$ cat config.mk
export PLATFORM = sky130hd
export DESIGN_NAME = p2gs_ctrl
export DESIGN_NICKNAME = d
export VERILOG_FILES = /design/src/rtl/core/p2gs_pkg.sv /design/src/rtl/core/p2gs_ctrl.sv
export SDC_FILE = /design/constraint.sdc
export NUM_CORES = 1
export LEC_CHECK = 0
export BUFFER_PORTS_ARGS = -buffer_cell sky130_fd_sc_hd__buf_4
export CAP_MARGIN = 0
export CORE_AREA = 10 10 47 49
export CTS_BUF_LIST = sky130_fd_sc_hd__clkbuf_2 sky130_fd_sc_hd__clkbuf_4 sky130_fd_sc_hd__clkbuf_8
export DETAILED_ROUTE_END_ITERATION = 12
export DIE_AREA = 0 0 57 59
export GPL_ROUTABILITY_DRIVEN = 0
export GPL_TIMING_DRIVEN = 0
export PLACE_DENSITY = 0.52
export SLEW_MARGIN = 0
export SYNTH_ARGS = -nofsm -noshare
export SYNTH_HDL_FRONTEND = slang
export SYNTH_SLANG_ARGS = --single-unit
export TNS_END_PERCENT = 5
$ cat constraint.sdc
create_clock -name i_clk -period 1.4 [get_ports i_clk]
set_input_delay 0.07 -clock i_clk [delete_from_list [all_inputs] [get_ports i_clk]]
set_output_delay 0.07 -clock i_clk [all_outputs]
set_load 0.02 [all_outputs]
$ cat src/rtl/core/p2gs_pkg.sv
// ----------------------------------------------------------------------------
// p2gs_pkg
// Shared types and codes for the particle-to-grid splat core.
// ----------------------------------------------------------------------------
package p2gs_pkg;

    localparam int ACC_W   = 40;
    localparam int WACC_W  = 32;
    localparam int POS_W   = 16;
    localparam int VEL_W   = 16;
    localparam int CIDX_W  = 6;
    localparam int QCNT_W  = 6;

    typedef enum logic [1:0] {
        CMD_SPLAT = 2'd0,
        CMD_READ  = 2'd1,
        CMD_CLEAR = 2'd2,
        CMD_NOP   = 2'd3
    } t_cmd;

    typedef enum logic [3:0] {
        S_IDLE,
        S_CLEAR,
        S_SP_ADDR,
        S_SP_MUL,
        S_SP_WR,
        S_RD_ADDR,
        S_RD_DATA,
        S_DIV,
        S_OUT
    } t_state;

    typedef struct packed {
        logic load;
        logic clr_en;
        logic sp_addr;
        logic sp_mul;
        logic sp_wr;
        logic rd_addr;
        logic div_init;
        logic div_step;
        logic out_load;
    } t_dp_cmd;

    typedef struct packed {
        logic clr_last;
        logic corner_last;
        logic div_last;
        logic out_busy;
    } t_dp_stat;

endpackage

$ cat src/rtl/core/p2gs_ctrl.sv
// ----------------------------------------------------------------------------
// p2gs_ctrl
// Sequencer: walks each item through clear, splat or read steps.
// ----------------------------------------------------------------------------
module p2gs_ctrl
    import p2gs_pkg::*;
(
    input  logic     i_clk,
    input  logic     i_rst_n,
    input  logic     i_valid,
    input  logic [1:0] i_command,
    output logic     o_ready,
    input  t_dp_stat i_stat,
    output t_dp_cmd  o_cmd
);

    t_state r_state, n_state;
    logic   accept;

    assign o_ready = (r_state == S_IDLE);
    assign accept  = i_valid && o_ready;

    always_ff @(posedge i_clk) begin
        if (!i_rst_n) begin
            r_state <= S_CLEAR;   // clearing pass after reset
        end else begin
            r_state <= n_state;
        end
    end

    always_comb begin
        n_state = r_state;
        o_cmd   = '0;
        unique case (r_state)
            S_IDLE: begin
                if (accept) begin
                    o_cmd.load = 1'b1;
                    case (t_cmd'(i_command))
                        CMD_SPLAT: n_state = S_SP_ADDR;
                        CMD_READ:  n_state = S_RD_ADDR;
                        CMD_CLEAR: n_state = S_CLEAR;
                        default:   n_state = S_IDLE;
                    endcase
                end
            end
            S_CLEAR: begin
                o_cmd.clr_en = 1'b1;
                if (i_stat.clr_last) begin
                    n_state = S_IDLE;
                end
            end
            S_SP_ADDR: begin
                o_cmd.sp_addr = 1'b1;
                n_state = S_SP_MUL;
            end
            S_SP_MUL: begin
                o_cmd.sp_mul = 1'b1;
                n_state = S_SP_WR;
            end
            S_SP_WR: begin
                o_cmd.sp_wr = 1'b1;
                n_state = i_stat.corner_last ? S_IDLE : S_SP_ADDR;
            end
            S_RD_ADDR: begin
                o_cmd.rd_addr = 1'b1;
                n_state = S_RD_DATA;
            end
            S_RD_DATA: begin
                o_cmd.div_init = 1'b1;
                n_state = S_DIV;
            end
            S_DIV: begin
                o_cmd.div_step = 1'b1;
                if (i_stat.div_last) begin
                    n_state = S_OUT;
                end
            end
            S_OUT: begin
                if (!i_stat.out_busy) begin
                    o_cmd.out_load = 1'b1;
                    n_state = S_IDLE;
                end
            end
            default: n_state = S_IDLE;
        endcase
    end

    a_clear_entry: assert property (@(posedge i_clk) disable iff (!i_rst_n)
        (accept && i_command == CMD_CLEAR) |=> (r_state == S_CLEAR))
        else $error("clear item did not start clearing pass");

    a_div_follows_init: assert property (@(posedge i_clk) disable iff (!i_rst_n)
        o_cmd.div_init |=> (r_state == S_DIV))
        else $error("divider did not start after read data");

    a_load_in_idle: assert property (@(posedge i_clk) disable iff (!i_rst_n)
        o_cmd.load |-> (r_state == S_IDLE))
        else $error("item loaded outside idle");

endmodule

==> summary.txt <==
Top Family by Delay on Critical Path = simple AND/OR/NAND/NOR gates
GR Util All Layers = 0.0712
drt total wl = 1160 um
Final Hold Fails = 0
total clock sinks = 4
Slew headroom = 0.847
Initial DRT Pass Iterations = 3
Pint = 0.261 mW
PwrDens = 586 mW/mm^2
Clock Power Share = 0.393
switch share = 0.261
Initial Util = 0.287
Max Slew Vio Count = 0
critical path peak fanout = 10
die area = 0.00336 mm^2
total placed cells including tap cells = 86
Post-Syn Area per Cell = 7.72 um^2
Post-CTS Setup Repair Bufs = 0
antenna violations before repair = 0
vias in the first global route = 435
part of the power in combinational logic = 0.266
clk_lat worst skew = 0.23 ns
status = finished clean
port bufs = 18
fill count = 153
post-DP HPWL = 939 um
drt wl/cell = 13.2 um
nets = 85
FF-to-FF setup slack = 0.17 ns
leakage = 0.298 nW
cts hold-fix bufs = 0
Reg-to-Reg End = r_state[2]$_SDFFE_PN0P_
CP Capture Point = o_cmd[8]
setup violators final = 0
# Max-Cap Violations = 0
Worst-Margin Slew = 0.228 ns
Seq pwr share = 0.341
post-layout util = 0.430
RSZ-0062 raised after global routing = false
H-tree level count = 1
Seq/Total Area, Yosys = 0.199
number of buffers created by CTS = 3
Detail Route Antenna Nets = 0
Sw Pwr = 0.0922 mW
post-synthesis compound-gate area fraction = 0.246
Synth area leader = dfxtp_1
Setup crit start = r_state[2]$_SDFFE_PN0P_
TritonCTS clock tree = built
FMAX = 0.749 GHz
Chip Height = 59 um
gr ovfl total = 0
Residual DRC = 0
Post-synth EDFFs = 0
Buf/Inv on CP = 2
CTS max path bufs = 2
WP data required = 1.33 ns
IO Count = 19
Reg clk slew, reported paths = 0.04 ns
DR vias/cell = 4.98
RR Startpoint = r_state[1]$_SDFFE_PN0P_
post-synth top area share = 0.199
crit path DAT = 1.27 ns
DR vias = 438
multiplexer share of the synthesized area = 0
layout cell share with drive strength beyond 1 = 0.417
peak supply drop = 0.000399 V
Layout Cell Area excl Fill = 603 um^2
critical path capture point type = output port
min Tclk post-route = 1.34 ns
min-delay worst type = input pin to flop
largest family of logic cells by synthesized area = simple AND/OR/NAND/NOR gates
crit-path cells = buf_6 -> nor4_4 -> and2_1 -> buf_4
Power, Total = 0.354 mW
number of DRC markers in iteration 0 = 2
Area after DPL = 566 um^2
Distinct cells, synth = 29
Syn. warnings = 0
largest net degree at the start of global routing = 11
Post-Route Skew = 0.00466 ns
CP startpoint kind = flop
Stages on worst setup path = 4
fin crit share = 0.954
Yosys reg bits = 4
Setup Crit Path Kind = flop to output port
Syn Nets = 63
Post-Synth XOR/XNOR Area = 0
# diodes = 0
Finished Layout Cells = 88
first-pass GRT wire length = 1950 um
slowest stage delay, CP = 0.34 ns
Netlist Area Pre-Place = 402 um^2
synthesis-to-finish area growth = 50.2%
Placeable Area = 0.00140 mm^2
Synth Area in Simple Gates = 0.417
fraction of the mapped netlist area in adder cells = 0.0623
Cells after Synth = 52
CTS root buf = clkbuf_4
std cell rows = 14
Horiz. Die Dim = 57 um
Synth area leaders = dfxtp_1 20%, nor2_1 6.5%, ha_1 6.2%
number of flip-flops in the largest register = 4
largest reg by FF count = r_state
Largest regs = r_state: 4 flops
Slowest-stage cell, CP = dfxtp_2
Post-Route Setup TNS = 0 ns
Synth Flop Type = dfxtp_1
async set-reset flop share out of synthesis = 0
worst-case reg-to-reg path depth = 3
-- metrics by stage --
stage	hold WS (ns)	setup slack, ns
after floorplan	0.207	0.129
after global placement	0.334	0.0691
after detailed placement	0.331	0.114
after CTS	0.0796	0.0128
after global routing	0.136	0.00119
final	0.0902	0.0649
-- area by class of cell --
type	count	area, um^2	area share
Inverter	3	11.3	0.0187
Buffer	3	26.3	0.0436
Multi-Input combinational cell	41	305	0.506
Timing Repair Buffer	18	135	0.224
Clock buffer	3	22.5	0.0373
Tap cell	16	20.0	0.0332
Sequential cell	4	82.6	0.137
-- tightest hold or removal path, delay by kind of cell --
kind	cells	cell delay (ns)
compound gates	1	0.05
simple gates	1	0.08
buf+inv	1	0.09
-- cells in the mapped netlist (2+ instances only) --
cell type / number
nor2_1: 7
dfxtp_1: 4
nor3_1: 4
buf_2: 3
inv_1: 3
nand2_1: 3
nand2b_1: 3
ha_1: 2
nand3b_1: 2
or2b_1: 2
-- logic make-up after synthesis --
family,Yosys count
AO/OA/AOI/OAI,11
flip-flops,4
adder cells (fa/ha/maj),2
AND/OR/NAND/NOR,28
buffers and inverters,7
-- cells in the final DEF, fill, tap and decap left out, types with 2 or more instances in the layout --
cell,count
nand3b_1,2
nand2b_1,3
nand2_1,3
nor3_1,3
ha_1,2
or2b_1,2
inv_1,3
dfxtp_2,2
nor2_1,7
dfxtp_1,2
clkbuf_4,3
buf_4,20
-- layer usage --
metal / global-route usage / wire, um
met4: 0.0403 / 4
met5: 0 / 0
met1: 0.0709 / 469
met2: 0.126 / 638
met3: 0.0258 / 45
-- power by group through the flow --
stage                     clock network, mW  logic (mW)  registers (mW)
after floorplan                           0      0.0544           0.121
final                                 0.139      0.0942           0.121
after CTS                             0.150      0.0935           0.120
after global routing                  0.158       0.103           0.121
after global placement                    0      0.0934           0.122
after detailed placement                  0      0.0931           0.122
-- worst min-delay path by stage --
stage / startpoint / endpoint / slack [ns] / cells after the start
floorplan: i_stat[1] / r_state[3]$_SDFFE_PN0P_ / 0.21 / 2
global placement: i_stat[1] / r_state[3]$_SDFFE_PN0P_ / 0.33 / 3
detailed placement: i_stat[1] / r_state[3]$_SDFFE_PN0P_ / 0.33 / 3
CTS: i_stat[1] / r_state[3]$_SDFFE_PN0P_ / 0.08 / 3
global route: i_rst_n / r_state[2]$_SDFFE_PN0P_ / 0.14 / 3
finish: i_stat[1] / r_state[3]$_SDFFE_PN0P_ / 0.09 / 3
-- what timing repair did --
item | 4_1_cts | 5_1_grt
gates cloned | 0 | 0
gates resized for setup | 2 | 7
endpoints found under the setup margin | 4 | 5
Power figures use the tool's default switching activity.
